`src/rtl/irfd_pkg.sv`:
```
package irfd_pkg;

    // frame geometry
    localparam int DATA_BITS  = 32;
    localparam int POS_W      = 6;
    localparam int PERIOD_W   = 17;
    localparam int SHIFT_W    = 32;
    localparam logic [POS_W-1:0] POS_LEADER = POS_W'(0);
    localparam logic [POS_W-1:0] POS_HEADER = POS_W'(1);
    localparam logic [POS_W-1:0] POS_LAST   = POS_W'(DATA_BITS + 1);

    // register port
    localparam int ADDR_W = 5;
    localparam int DATA_W = 32;

    typedef enum logic [2:0] {
        REG_LEADER_MIN = 3'd0,
        REG_LEADER_MAX = 3'd1,
        REG_HEADER_MIN = 3'd2,
        REG_HEADER_MAX = 3'd3,
        REG_ONE_MIN    = 3'd4,
        REG_ONE_MAX    = 3'd5,
        REG_ZERO_MIN   = 3'd6,
        REG_ZERO_MAX   = 3'd7
    } reg_idx_t;

    // register reset values
    localparam logic [PERIOD_W-1:0] LEADER_MIN_RST = PERIOD_W'(70000);
    localparam logic [PERIOD_W-1:0] LEADER_MAX_RST = PERIOD_W'(130000);
    localparam logic [PERIOD_W-1:0] HEADER_MIN_RST = PERIOD_W'(120);
    localparam logic [PERIOD_W-1:0] HEADER_MAX_RST = PERIOD_W'(300);
    localparam logic [PERIOD_W-1:0] ONE_MIN_RST    = PERIOD_W'(150);
    localparam logic [PERIOD_W-1:0] ONE_MAX_RST    = PERIOD_W'(200);
    localparam logic [PERIOD_W-1:0] ZERO_MIN_RST   = PERIOD_W'(200);
    localparam logic [PERIOD_W-1:0] ZERO_MAX_RST   = PERIOD_W'(270);

    // result status codes
    localparam logic STATUS_OK      = 1'b0;
    localparam logic STATUS_BAD_BIT = 1'b1;

    typedef struct packed {
        logic [15:0] capture;
        logic        overflow;
    } cap_t;

    typedef struct packed {
        logic [7:0]  command;
        logic [15:0] address;
        logic        status;
    } frame_t;

    // open window test
    function automatic logic in_window(
        input logic [PERIOD_W-1:0] p,
        input logic [PERIOD_W-1:0] lo,
        input logic [PERIOD_W-1:0] hi
    );
        in_window = (p > lo) && (p < hi);
    endfunction

endpackage

```
`src/rtl/ir_pulse_width_frame_decoder.sv`:
```
// IR pulse-width frame decoder
//
// cap channel: one beat per measured edge-to-edge period (16-bit timer
// capture plus an overflow flag worth 65536). The first period of a frame
// must fall in the leader window, the second in the header window, then
// DATA_BITS periods are decoded as ones or zeros by their windows.
// frame channel: one beat per completed frame (command, address, status 0)
// or per data period outside both bit windows (status 1, fields zero).
// Windows are set through the register port, one 17-bit bound per word,
// and must only be changed while the block is idle.
//
// A period is captured in the input register, decoded from there, and its
// result beat is held in the output register. One period is taken every
// cycle while no result is stalled; the decode is a single
// compare-and-shift between the input register and the output register.
// Reset returns the window registers to their defaults and the decoder to
// waiting for a leader. When frame_ready is low the waiting result holds;
// periods that give no result keep flowing, and one more period is taken
// into the input register before cap_ready drops.
module ir_pulse_width_frame_decoder (
    input  logic                  clk,
    input  logic                  rst_n,
    input  logic                  cap_valid,
    output logic                  cap_ready,
    input  irfd_pkg::cap_t        cap,
    output logic                  frame_valid,
    input  logic                  frame_ready,
    output irfd_pkg::frame_t      frame,
    input  logic                  psel,
    input  logic                  penable,
    input  logic                  pwrite,
    input  logic [irfd_pkg::ADDR_W-1:0] paddr,
    input  logic [irfd_pkg::DATA_W-1:0] pwdata,
    output logic [irfd_pkg::DATA_W-1:0] prdata,
    output logic                  pready
);
    import irfd_pkg::*;

    logic [PERIOD_W-1:0] leader_min_reg, leader_max_reg;
    logic [PERIOD_W-1:0] header_min_reg, header_max_reg;
    logic [PERIOD_W-1:0] one_min_reg, one_max_reg;
    logic [PERIOD_W-1:0] zero_min_reg, zero_max_reg;

    logic                s1_valid_reg;
    cap_t                s1_data_reg;
    logic [POS_W-1:0]    pos_reg, pos_next;
    logic [SHIFT_W-1:0]  shift_reg, shift_next;
    logic                out_valid_reg, out_valid_next;
    frame_t              out_data_reg;

    logic [PERIOD_W-1:0] period;
    logic                leader_hit, header_hit, one_hit, zero_hit;
    logic                s1_result, s1_advance, cfg_wr;
    frame_t              res_data;
    reg_idx_t            reg_idx;

    // register port
    assign pready  = 1'b1;
    assign cfg_wr  = psel && penable && pwrite;
    assign reg_idx = reg_idx_t'(paddr[4:2]);

    always_comb
    begin
        case (reg_idx)
            REG_LEADER_MIN: prdata = DATA_W'(leader_min_reg);
            REG_LEADER_MAX: prdata = DATA_W'(leader_max_reg);
            REG_HEADER_MIN: prdata = DATA_W'(header_min_reg);
            REG_HEADER_MAX: prdata = DATA_W'(header_max_reg);
            REG_ONE_MIN:    prdata = DATA_W'(one_min_reg);
            REG_ONE_MAX:    prdata = DATA_W'(one_max_reg);
            REG_ZERO_MIN:   prdata = DATA_W'(zero_min_reg);
            REG_ZERO_MAX:   prdata = DATA_W'(zero_max_reg);
            default:        prdata = '0;
        endcase
    end

    always_ff @(posedge clk or negedge rst_n)
    begin
        if (!rst_n)
        begin
            leader_min_reg <= LEADER_MIN_RST;
            leader_max_reg <= LEADER_MAX_RST;
            header_min_reg <= HEADER_MIN_RST;
            header_max_reg <= HEADER_MAX_RST;
            one_min_reg    <= ONE_MIN_RST;
            one_max_reg    <= ONE_MAX_RST;
            zero_min_reg   <= ZERO_MIN_RST;
            zero_max_reg   <= ZERO_MAX_RST;
        end
        else if (cfg_wr)
        begin
            case (reg_idx)
                REG_LEADER_MIN: leader_min_reg <= pwdata[PERIOD_W-1:0];
                REG_LEADER_MAX: leader_max_reg <= pwdata[PERIOD_W-1:0];
                REG_HEADER_MIN: header_min_reg <= pwdata[PERIOD_W-1:0];
                REG_HEADER_MAX: header_max_reg <= pwdata[PERIOD_W-1:0];
                REG_ONE_MIN:    one_min_reg    <= pwdata[PERIOD_W-1:0];
                REG_ONE_MAX:    one_max_reg    <= pwdata[PERIOD_W-1:0];
                REG_ZERO_MIN:   zero_min_reg   <= pwdata[PERIOD_W-1:0];
                REG_ZERO_MAX:   zero_max_reg   <= pwdata[PERIOD_W-1:0];
                default:        ;
            endcase
        end
    end

    // window compares on the registered period
    assign period     = {s1_data_reg.overflow, s1_data_reg.capture};
    assign leader_hit = in_window(period, leader_min_reg, leader_max_reg);
    assign header_hit = in_window(period, header_min_reg, header_max_reg);
    assign one_hit    = in_window(period, one_min_reg, one_max_reg);
    assign zero_hit   = in_window(period, zero_min_reg, zero_max_reg);

    // frame position step and bit shift
    always_comb
    begin
        pos_next          = pos_reg;
        shift_next        = shift_reg;
        s1_result         = 1'b0;
        res_data.command  = '0;
        res_data.address  = '0;
        res_data.status   = STATUS_OK;
        if (pos_reg == POS_LEADER || pos_reg > POS_LAST)
        begin
            pos_next = POS_LEADER;
            if (leader_hit)
            begin
                pos_next   = POS_HEADER;
                shift_next = '0;
            end
        end
        else if (pos_reg == POS_HEADER)
        begin
            pos_next = header_hit ? POS_W'(2) : POS_LEADER;
        end
        else if (one_hit || zero_hit)
        begin
            shift_next = {one_hit, shift_reg[SHIFT_W-1:1]};
            if (pos_reg == POS_LAST)
            begin
                pos_next         = POS_LEADER;
                s1_result        = 1'b1;
                res_data.command = shift_next[31:24];
                res_data.address = shift_next[15:0];
            end
            else
            begin
                pos_next = pos_reg + POS_W'(1);
            end
        end
        else
        begin
            pos_next        = POS_LEADER;
            s1_result       = 1'b1;
            res_data.status = STATUS_BAD_BIT;
        end
    end

    // handshakes
    assign s1_advance  = s1_valid_reg && (!s1_result || !out_valid_reg || frame_ready);
    assign cap_ready   = !s1_valid_reg || s1_advance;
    assign frame_valid = out_valid_reg;
    assign frame       = out_data_reg;

    always_comb
    begin
        out_valid_next = out_valid_reg;
        if (s1_advance && s1_result)
            out_valid_next = 1'b1;
        else if (frame_ready)
            out_valid_next = 1'b0;
    end

    // control state
    always_ff @(posedge clk or negedge rst_n)
    begin
        if (!rst_n)
        begin
            s1_valid_reg  <= 1'b0;
            out_valid_reg <= 1'b0;
            pos_reg       <= POS_LEADER;
            shift_reg     <= '0;
        end
        else
        begin
            if (cap_ready)
                s1_valid_reg <= cap_valid;
            out_valid_reg <= out_valid_next;
            if (s1_advance)
            begin
                pos_reg   <= pos_next;
                shift_reg <= shift_next;
            end
        end
    end

    // payload registers
    always_ff @(posedge clk)
    begin
        if (cap_valid && cap_ready)
            s1_data_reg <= cap;
        if (s1_advance && s1_result)
            out_data_reg <= res_data;
    end

    // checks
    a_pos_range: assert property (@(posedge clk) disable iff (!rst_n)
        pos_reg <= POS_LAST)
        else $error("frame position beyond last data bit");

    a_bad_zero: assert property (@(posedge clk) disable iff (!rst_n)
        (out_valid_reg && out_data_reg.status == STATUS_BAD_BIT)
        |-> (out_data_reg.command == 8'd0 && out_data_reg.address == 16'd0))
        else $error("error beat carries non-zero fields");

    a_result_lands: assert property (@(posedge clk) disable iff (!rst_n)
        (s1_advance && s1_result) |=> out_valid_reg)
        else $error("decoded result not held in output register");

    a_leader_clear: assert property (@(posedge clk) disable iff (!rst_n)
        (s1_advance && pos_reg == POS_LEADER && leader_hit)
        |=> (pos_reg == POS_HEADER && shift_reg == '0))
        else $error("leader did not start a fresh frame");

    a_result_ends_frame: assert property (@(posedge clk) disable iff (!rst_n)
        (s1_advance && s1_result) |=> pos_reg == POS_LEADER)
        else $error("frame position not reset after result");

endmodule
```
`config.mk`:
```
export PLATFORM = sky130hd
export DESIGN_NAME = ir_pulse_width_frame_decoder
export DESIGN_NICKNAME = d
export VERILOG_FILES = /design/src/rtl/irfd_pkg.sv /design/src/rtl/ir_pulse_width_frame_decoder.sv
export SDC_FILE = /design/constraint.sdc
export NUM_CORES = 1
export LEC_CHECK = 0
export BUFFER_PORTS_ARGS = -buffer_cell sky130_fd_sc_hd__buf_2
export CAP_MARGIN = 0
export CORE_UTILIZATION = 55
export DETAILED_ROUTE_END_ITERATION = 8
export PLACE_DENSITY = 0.8
export SYNTH_ARGS = -nofsm -noshare
export SYNTH_HDL_FRONTEND = slang
export SYNTH_SLANG_ARGS = --single-unit
```
`constraint.sdc`:
```
create_clock -name clk -period 4.69 [get_ports clk]
set_input_delay 0.938 -clock clk [delete_from_list [all_inputs] [get_ports clk]]
set_output_delay 0.938 -clock clk [all_outputs]
set_load 0.02 [all_outputs]
```
=== Word-level counts from Yosys, hierarchy flattened ===
Index checks and enable logic that the tools add are counted.

* Bits in registers: 218
* Input port bits: 61
* Word-level logic and storage cells: 90

* Magnitude comparators: 9
* Multiplexer cells: 18
* Equality and inequality tests: 11
* Reductions and logical operators: 32
* Bitwise operators: 2
* Add/sub/neg operators: 1

{| class="wikitable"
|+ Operator list
! operator !! count
|-
| $pmux 32 s8 || 1
|-
| $mux 32 || 4
|-
| $gt 17x17->1 || 4
|-
| $lt 17x17->1 || 4
|-
| $mux 6 || 4
|-
| $reduce_and 2->1 || 8
|-
| $eq 3x3->1 const B || 4
|-
| $logic_and 1x1->1 || 9
|-
| $mux 1 || 8
|-
| $add 6x1->6 const B || 1
|-
| $eq 3x2->1 const B || 2
|-
| $eq 6x1->1 const B || 1
|-
| $eq 6x6->1 const B || 1
|-
| $gt 6x6->1 const B || 1
|-
| $logic_not 6->1 || 1
|-
| $logic_or 1x1->1 || 5
|-
| $ne 2x2->1 const B || 2
|-
| $reduce_and 4->1 || 1
|-
| $reduce_bool 2->1 || 2
|-
| $reduce_or 4->1 || 1
|-
| $eq 3x1->1 const B || 1
|-
| $logic_not 1->1 || 3
|-
| $logic_not 3->1 || 1
|-
| $mux 2 || 1
|-
| 2 further kinds || 3
|}

=== Depth between registers and ports, before layout ===
Gate-level depths: netlist of run 1.

* Depth after elaboration: 12
* Depth in mapped cells: 11
* Gate-level depth less buffers: 10

=== Worst setup path before layout of run 1 ===
No wires, ideal clock.

* Path kind: register to register
* From: register s1_data_reg (netlist bit period[10])
* To: register out_data_reg (netlist bit frame[0]), enable pin
* Cell stages (with the launch flop): 11
* Buffers on the path: 1
* Period minus slack after synthesis: 3.558 ns
* Path slack: 1.132 ns
* Data required time: 4.283 ns
* Library setup time: 0.407 ns
* Arrival time: 3.151 ns
* Cells stage by stage: edfxtp_1 > ha_1 > a211oi_1 > o21ai_0 > a211oi_1 > o211a_1 > o32ai_2 > buf_4 > o21ai_0 > nand2_1 > nor2_1

* Cells in the longest elaborated chain, start to end: 11
* Elaborated cells on any way between the ends: 15
* Those cells by class: order compare: 4; mux: 3; reduce/logical: 8

{| class="wikitable"
|+ Ends and longest elaborated chain
! what !! line !! RTL
|-
| start, declared || ir_pulse_width_frame_decoder.sv:45 || <nowiki>cap_t s1_data_reg;</nowiki>
|-
| start signal, assigned || ir_pulse_width_frame_decoder.sv:200 || <nowiki>s1_data_reg <= cap;</nowiki>
|-
| $gt 17x17->1 / $lt 17x17->1 (equally long branches) || irfd_pkg.sv:58 || <nowiki>in_window = (p > lo) && (p < hi);</nowiki>
|-
| $logic_and 1x1->1 || irfd_pkg.sv:58 ||
|-
| $logic_or 1x1->1 (*) || ir_pulse_width_frame_decoder.sv:135 || <nowiki>else if (one_hit || zero_hit)</nowiki>
|-
| $mux 1 (*) || ir_pulse_width_frame_decoder.sv:135 ||
|-
| $mux 1 (*) || ir_pulse_width_frame_decoder.sv:131 || <nowiki>else if (pos_reg == POS_HEADER)</nowiki>
|-
| $mux 1 (*) || ir_pulse_width_frame_decoder.sv:122 || <nowiki>if (pos_reg == POS_LEADER || pos_reg > POS_LAST)</nowiki>
|-
| $logic_not 1->1 || ir_pulse_width_frame_decoder.sv:159 || <nowiki>assign s1_advance = s1_valid_reg && (!s1_result || !out_valid_reg || frame_ready);</nowiki>
|-
| $logic_or 1x1->1 (2 in a row) || ir_pulse_width_frame_decoder.sv:159 ||
|-
| $logic_and 1x1->1 || ir_pulse_width_frame_decoder.sv:159 ||
|-
| $logic_and 1x1->1 (*) || ir_pulse_width_frame_decoder.sv:201 || <nowiki>if (s1_advance && s1_result)</nowiki>
|-
| end signal, assigned || ir_pulse_width_frame_decoder.sv:202 || <nowiki>out_data_reg <= res_data;</nowiki>
|-
| end, declared || ir_pulse_width_frame_decoder.sv:49 || <nowiki>frame_t out_data_reg;</nowiki>
|}

Mark *: on every way between the ends. The rest lies on a longest branch, timed or not.
A chain may end at the register's enable or synchronous reset.

=== Final worst setup path of run 1 ===
* From: register s1_data_reg (netlist bit period[7])
* To: output cap_ready

* Cells in the longest elaborated chain, start to end: 11
* Elaborated cells on any way between the ends: 15
* Those cells by class: order compare: 4; mux: 3; reduce/logical: 8

{| class="wikitable"
|+ Ends and longest elaborated chain
! what !! line !! RTL
|-
| $gt 17x17->1 / $lt 17x17->1 (equally long branches) || irfd_pkg.sv:58 ||
|-
| $logic_and 1x1->1 || irfd_pkg.sv:58 ||
|-
| $logic_or 1x1->1 (*) || ir_pulse_width_frame_decoder.sv:135 ||
|-
| $mux 1 (*) || ir_pulse_width_frame_decoder.sv:135 ||
|-
| $mux 1 (*) || ir_pulse_width_frame_decoder.sv:131 ||
|-
| $mux 1 (*) || ir_pulse_width_frame_decoder.sv:122 ||
|-
| $logic_not 1->1 (*) || ir_pulse_width_frame_decoder.sv:159 ||
|-
| $logic_or 1x1->1 (*) (2 in a row) || ir_pulse_width_frame_decoder.sv:159 ||
|-
| $logic_and 1x1->1 (*) || ir_pulse_width_frame_decoder.sv:159 ||
|-
| $logic_or 1x1->1 (*) || ir_pulse_width_frame_decoder.sv:160 || <nowiki>assign cap_ready = !s1_valid_reg || s1_advance;</nowiki>
|-
| end, declared || ir_pulse_width_frame_decoder.sv:24 || <nowiki>output logic cap_ready,</nowiki>
|}

Marked as above.

==> qor.yml, run 1 <==
placement.cell_area_sq_um: 13200
numPortBuffers: 87
powerDensity_nw_per_um2: 475
cp.required_ps: 3750
cts.sinks: 217
final_common_cell: "nand2_1"
reg2reg_slack_ps: 680
ys_ff_latch: 217
gp_congestion: 0.964
fin_cells: 1638
ctsResizeCount: 0
worstPathCellList: "ha_1, nand4_1, nor4_1, a221oi_1, o211ai_1, o32ai_2, o21ai_0, nand3_1, buf_2"
synth_top_area_cell: "dfrtp_1"
p_sw_frac: 0.339
wirelength_mm: 34.0
ir_drop_mv: 0.273
dp_cells: 1594
hold_buffers: 0
ioPinCount: 121
tightest_slew_ps: 1220
synthAdderAreaFrac: 0.135
die_w_microns: 153
final_area_sq_um: 14000
cpPeakStageDelay_ps: 580
root_buffer: "clkbuf_16"
clock_skew_ps: 12.6
synth_area_sq_um: 12500
reg2regPathDepth: 9
synthSimpleGateAreaFrac: 0.114
path_clk_slew_ps: 60
end_kind: "output port"
layout_common_cells: "nand2_1, o21ai_0, dfrtp_1, ha_1, inv_1"
core-area_sq_um: 22000
timing.rr.end: "frame[8]$_SDFFCE_PP0P_"
yosys_warnings: 0
synthMuxAreaShare: 0.0507
post_drt_wl_per_cell_microns: 20.8
grt_pass1_wl_mm: 54.1
clk_path_buf_depth: 3
finalWorstSetupSlack_ps: 219
grt_max_degree: 87
setup_violations: 0
status: "complete, but fails checks"
clockPowerShare: 0.307
drive_above_1_share: 0.175
tns_ps: 0
antenna_found_initial: 0
ant_nets: 0
largest_reg_flops: 31
yosys.area.top_type_share: 0.273
row_count: 54
min_path_type: "input pin to asynchronous set/reset pin"
p_comb_frac: 0.295
cts_setup_buffers: 0
initial_utilization: 0.566
syn_inst: 1269
insertion_delay_ps: 520
grt_pass1_vias: 9952
syn_avg_cell_area_sq_um: 9.83
numCtsBuffers: 24
synth-compound-area-share: 0.172
ys.flop_type: "dfrtp_1"
synth_area_leaders: "dfrtp_1, ha_1, edfxtp_1"
cts.htree.levels: 1
cp-start-kind: "flip-flop"
area_delta_synth_final_pct: 12.4
num_vias: 10200
maxCapViolCount: 0
tritoncts: "built"
p_int_mw: 4.40
fmax_ghz: 0.224
power.switching_mw: 2.25
worstPathMaxFanout: 8
fin_util: 0.636
seq_area_frac_synth: 0.456
slew_headroom: 0.186
critPathKind: "flip-flop to output port"
min_period_ps: 4470
dieHeight_microns: 153
drc: 4
pwr-share-seq: 0.398
async_flop_share: 0.806
regToRegStartpoint: "period[7]$_DFFE_PP_"
grt-ovfl-total: 0
yosys.area_share.xor_xnor: 0
grt_use_total: 0.298
final_nets: 1536
cp.arrival_ps: 3530
synth_top_family_by_area: "compound AO/OA/AOI/OAI gates"
failed_checks: "DRC"
dp_hpwl_mm: 23.9
viasPerCell: 6.20
cp_slowest_cell: "edfxtp_1"
rsz0062_at_grt: "no"
n_antenna_cell: 0
hold_viol: 0
synth-edff-count: 42
p_leak_nw: 6.56
drtIter0Drc: 949
die_area_sq_um: 23300
post-route-period-util: 0.953
maxSlewViolCount: 0
ys_types: 63
firstDrtPassIters: 9
dpl_worst_slack_ps: 712
[worst max-delay path by stage]
stage / slack, ps / to / from / depth (start not counted)
6_report: 220 / cap_ready / period[7]$_DFFE_PP_ / 9
5_1_grt: 150 / cap_ready / period[2]$_DFFE_PP_ / 9
4_1_cts: 350 / cap_ready / period[2]$_DFFE_PP_ / 9
3_5_place_dp: 710 / frame[4]$_SDFFCE_PP0P_ / period[2]$_DFFE_PP_ / 9
3_3_place_gp: 840 / frame[4]$_SDFFCE_PP0P_ / period[3]$_DFFE_PP_ / 9
2_1_floorplan: 1130 / frame[0]$_SDFFCE_PP0P_ / period[10]$_DFFE_PP_ / 10
[worst max-delay path, delay by kind of cell, from the launching register on]
kind / cells / cell delay (ps)
AOI/OAI and AO/OA: 4 / 1400
DFF: 1 / 580
and+or+nand+nor: 3 / 480
adders and majority gates: 1 / 370
buffers and inverters: 1 / 180
[synth_stat cells (5+ instances only)]
master    number
o21ai_0      149
nor3_1        20
nand4_1       20
o21a_1         7
and2_1        26
mux4_2         8
mux2i_1       17
buf_2          8
edfxtp_1      42
dfstp_2       39
buf_4         17
o22ai_1        8
a211oi_1      11
a31oi_1       10
a221oi_1      12
nand2_1      153
inv_1        134
nor2b_1        9
and4_1         5
nand3_1       13
a22oi_1        8
a22o_1        36
clkbuf_1      52
nor2_1        41
nand2b_1       9
mux2_2        25
a21oi_1       54
dfrtp_1      136
a21o_1        12
ha_1         135
[layer usage]
metal,global-route usage,part of all wire,vias to the layer above
li1,-,-,4608
met1,0.415,0.42,4897
met2,0.453,0.44,538
met3,0.0631,0.098,108
met4,0.126,0.042,0
met5,0,0,-
[metrics by stage]
step | power, mW | hold slack, ps
3_3_place_gp | 4.49 | 480
2_1_floorplan | 3.97 | 458
5_1_grt | 7.01 | 513
3_5_place_dp | 4.59 | 481
4_1_cts | 6.65 | 508
6_report | 6.66 | 480
[cell type report]
class	instances	area [sq um]
multi-input cells	850	5980
fillers	1752	8010
flip-flops and latches	217	5690
inverters	135	507
clock buffers	33	696
well taps	280	350
repair buffers	112	629
clock inverters	11	164
[cell families (layout without fill, tap and decap cells)]
logic type | Yosys count | count (layout)
AO/OA/AOI/OAI | 342 | 342
adder cells (fa/ha/maj) | 135 | 135
buffers and inverters | 216 | 291
flip-flops | 217 | 217
multiplexers | 50 | 50
other | 2 | 16
AND/OR/NAND/NOR | 307 | 307
[power groups by stage]
stage | clock network [mW] | logic [mW] | registers (mW)
after floorplan | 0 | 1.32 | 2.66
after global placement | 0 | 1.85 | 2.65
after detailed placement | 0 | 1.92 | 2.67
after CTS | 2.06 | 1.94 | 2.64
after global routing | 2.13 | 2.19 | 2.69
final | 2.04 | 1.97 | 2.65
No activity file was read; power rests on OpenSTA's default activity.
==> run 2: changes to the inputs <==
--- a/config.mk
+++ b/config.mk
@@ -5,11 +5,14 @@
 export SDC_FILE = /design/constraint.sdc
 export NUM_CORES = 1
 export LEC_CHECK = 0
+export ABC_AREA = 1
 export BUFFER_PORTS_ARGS = -buffer_cell sky130_fd_sc_hd__buf_2
 export CAP_MARGIN = 0
-export CORE_UTILIZATION = 55
+export CELL_PAD_IN_SITES_DETAIL_PLACEMENT = 1
+export CELL_PAD_IN_SITES_GLOBAL_PLACEMENT = 2
+export CORE_UTILIZATION = 36
 export DETAILED_ROUTE_END_ITERATION = 8
-export PLACE_DENSITY = 0.8
+export PLACE_DENSITY = 0.85
 export SYNTH_ARGS = -nofsm -noshare
 export SYNTH_HDL_FRONTEND = slang
 export SYNTH_SLANG_ARGS = --single-unit
==> qor.yml, run 2 <==
status: "finished clean"
ys_types: 46  # -27%
async_flop_share: 0.806  # unchanged
drtIter0Drc: 519  # -45%
core-area_sq_um: 35500  # +61%
tns_ps: 0  # unchanged
ant_nets: 0  # unchanged
ys_ff_latch: 217  # unchanged
n_antenna_cell: 0  # unchanged
ioPinCount: 121  # unchanged
worstSetupEndpoint: "cap_ready"
firstDrtPassIters: 4  # -5
hold_viol: 0  # unchanged
dp_hpwl_mm: 28.4  # +19%
largest_reg_flops: 31  # unchanged
root_buffer: "clkbuf_16"
grt_max_degree: 95  # +9.2%
die_area_sq_um: 36800  # +58%
cp-start-kind: "flip-flop"
grt_pass1_wl_mm: 61.0  # +13%
slew_headroom: 0.214  # +0.0282
ir_drop_mv: 0.271  # -0.78%
worstPathMaxFanout: 8  # unchanged
area_delta_synth_final_pct: 13.2
syn_avg_cell_area_sq_um: 8.25  # -16%
dieHeight_microns: 192  # +26%
numPortBuffers: 87  # unchanged
numCtsBuffers: 26  # +8.3%
initial_utilization: 0.365  # -0.201
maxSlewViolCount: 0  # unchanged
final_common_cell: "nand2_1"
yosys_warnings: 0  # unchanged
min_period_ps: 4010  # -464 ps
cts_setup_buffers: 0  # unchanged
rsz0062_at_grt: "no"
powerDensity_nw_per_um2: 454  # -4.4%
antenna_found_initial: 0  # unchanged
cts.sinks: 217  # unchanged
grt-ovfl-total: 0  # unchanged
maxCapViolCount: 0  # unchanged
timing.rr.end: "frame[6]$_SDFFCE_PP0P_"
grt_pass1_vias: 11200  # +13%
final_nets: 1843  # +20%
num_vias: 10800  # +6.1%
fmax_ghz: 0.250  # +12%
seq_area_frac_synth: 0.439  # -0.0173
viasPerCell: 5.06  # -18%
ys.flop_type: "dfrtp_1"
post-route-period-util: 0.854  # -0.0989
drc: 0  # -4
yosys.area.top_type_share: 0.262  # -0.0104
cp.required_ps: 3750  # about the same
syn_inst: 1572  # +24%
clk_path_buf_depth: 3  # unchanged
die_w_microns: 192  # +26%
synth_top_area_cell: "dfrtp_1"
p_leak_nw: 7.03  # +7.2%
synth_area_leaders: "dfrtp_1, ha_1, nand2_1"
gp_congestion: 0.854  # -11%
tightest_slew_ps: 1180  # -43.8 ps
wirelength_mm: 38.2  # +12%
yosysMostFrequentCell: "nand2_1"
row_count: 69  # +28%
clock_skew_ps: 14.6  # +2.02 ps
synth_area_sq_um: 13000  # +4.0%
reg2regPathDepth: 14  # +5
post_drt_wl_per_cell_microns: 18.0  # -13%
grt_use_total: 0.214  # -0.0836
reg2reg_slack_ps: 1140  # +460 ps
tritoncts: "built"
regToRegStartpoint: "period[4]$_DFFE_PP_"
drive_above_1_share: 0.124  # -0.0517
synthTopCellsByCount: "nand2_1, inv_1, o21ai_0, nor2_1, dfrtp_1"
hold_buffers: 0  # unchanged
min_path_type: "input pin to asynchronous set/reset pin"
cp.arrival_ps: 3070  # -460 ps
synth-edff-count: 42  # unchanged
hold_ws_ps: 466  # -14.7 ps
crit_path_start: "period[4]$_DFFE_PP_"
insertion_delay_ps: 550  # +30 ps
cts.htree.levels: 1  # unchanged
ctsResizeCount: 0  # unchanged
end_kind: "output port"
layout_common_cells: "nand2_1, inv_1, o21ai_0, dfrtp_1"
critPathKind: "flip-flop to output port"
path_clk_slew_ps: 60  # about the same
setup_violations: 0  # unchanged
## run 2: changes by cell type after synthesis, sizes merged, moves of 23 or more
cell	change
and2	-23
o21bai	+29
nand2	+196
nor2	+99
nand3	+37
mux2	-25
o22ai	+41
a22o	-36
inv	+109
## run 2: kinds of logic after synthesis
| kind of cell | after synthesis | share of synthesized area |
|---|---|---|
| simple gates | 566 | 0.179 |
| compound gates | 337 | 0.150 |
| buf+inv | 311 | 0.0985 |
| flops | 217 | 0.439 |
| fa+ha+maj | 135 | 0.130 |
| xor+xnor | 4 | 0.00270 |
| other cells | 2 | 0.000579 |
## run 2: worst min-delay path by stage
stage / start / end / cells after the start
2_1_floorplan: header_max_reg[10]$_DFFE_PN0P_ / header_max_reg[10]$_DFFE_PN0P_ / 2
3_3_place_gp: leader_min_reg[3]$_DFFE_PN0P_ / leader_min_reg[3]$_DFFE_PN0P_ / 2
3_5_place_dp: zero_max_reg[10]$_DFFE_PN0P_ / zero_max_reg[10]$_DFFE_PN0P_ / 2
4_1_cts: zero_max_reg[10]$_DFFE_PN0P_ / zero_max_reg[10]$_DFFE_PN0P_ / 2
5_1_grt: zero_max_reg[13]$_DFFE_PN0P_ / zero_max_reg[13]$_DFFE_PN0P_ / 2
6_report: rst_n / shift_reg[9]$_DFFE_PN0P_ / 1
## run 2: worst max-delay path, cell delays in order (launching register included)
cell and delay (ps):
edfxtp_1 650, ha_1 420, nand2_1 70, o21ai_0 330, nand2_1 90, nand2_1 90
nand2_1 60, nand3_2 200, nand3_4 120, nand2_4 120, nand3_1 140, buf_2 210
## run 2: cell type report
cell class | count | area [sq um]
Clock buffer | 38 | 757
Clock inverter | 10 | 128
Fill cell | 4209 | 20800
Inverter | 245 | 922
Multi-Input combinational cell | 1058 | 6060
Sequential cell | 217 | 5690
Tap cell | 461 | 577
Timing Repair Buffer | 99 | 544
## run 2: metrics by stage
step	cell area (sq um)	util	std cells	setup slack [ps]	power [mW]
2_1_floorplan	13000	-	1586	1540	3.98
3_3_place_gp	13800	0.389	2080	1070	4.50
3_5_place_dp	13800	0.389	2080	1030	4.60
4_1_cts	14700	0.414	2128	610	6.74
5_1_grt	14700	0.414	2128	487	7.12
6_report	14700	0.414	2128	683	6.66
## run 2: power by group
group	internal, mW	switching, mW
Clock	1.28	0.819
Sequential	2.37	0.190
Combinational	0.659	1.35
## run 2: per-layer routing
metal / track usage / share of wire / vias to the layer above / wire length [microns]
li1: - / - / 5271 / -
met1: 0.297 / 0.48 / 5291 / 18300
met2: 0.356 / 0.47 / 160 / 17900
met3: 0.0201 / 0.032 / 52 / 1210
met4: 0.0577 / 0.021 / 0 / 792
met5: 0 / 0 / - / 0
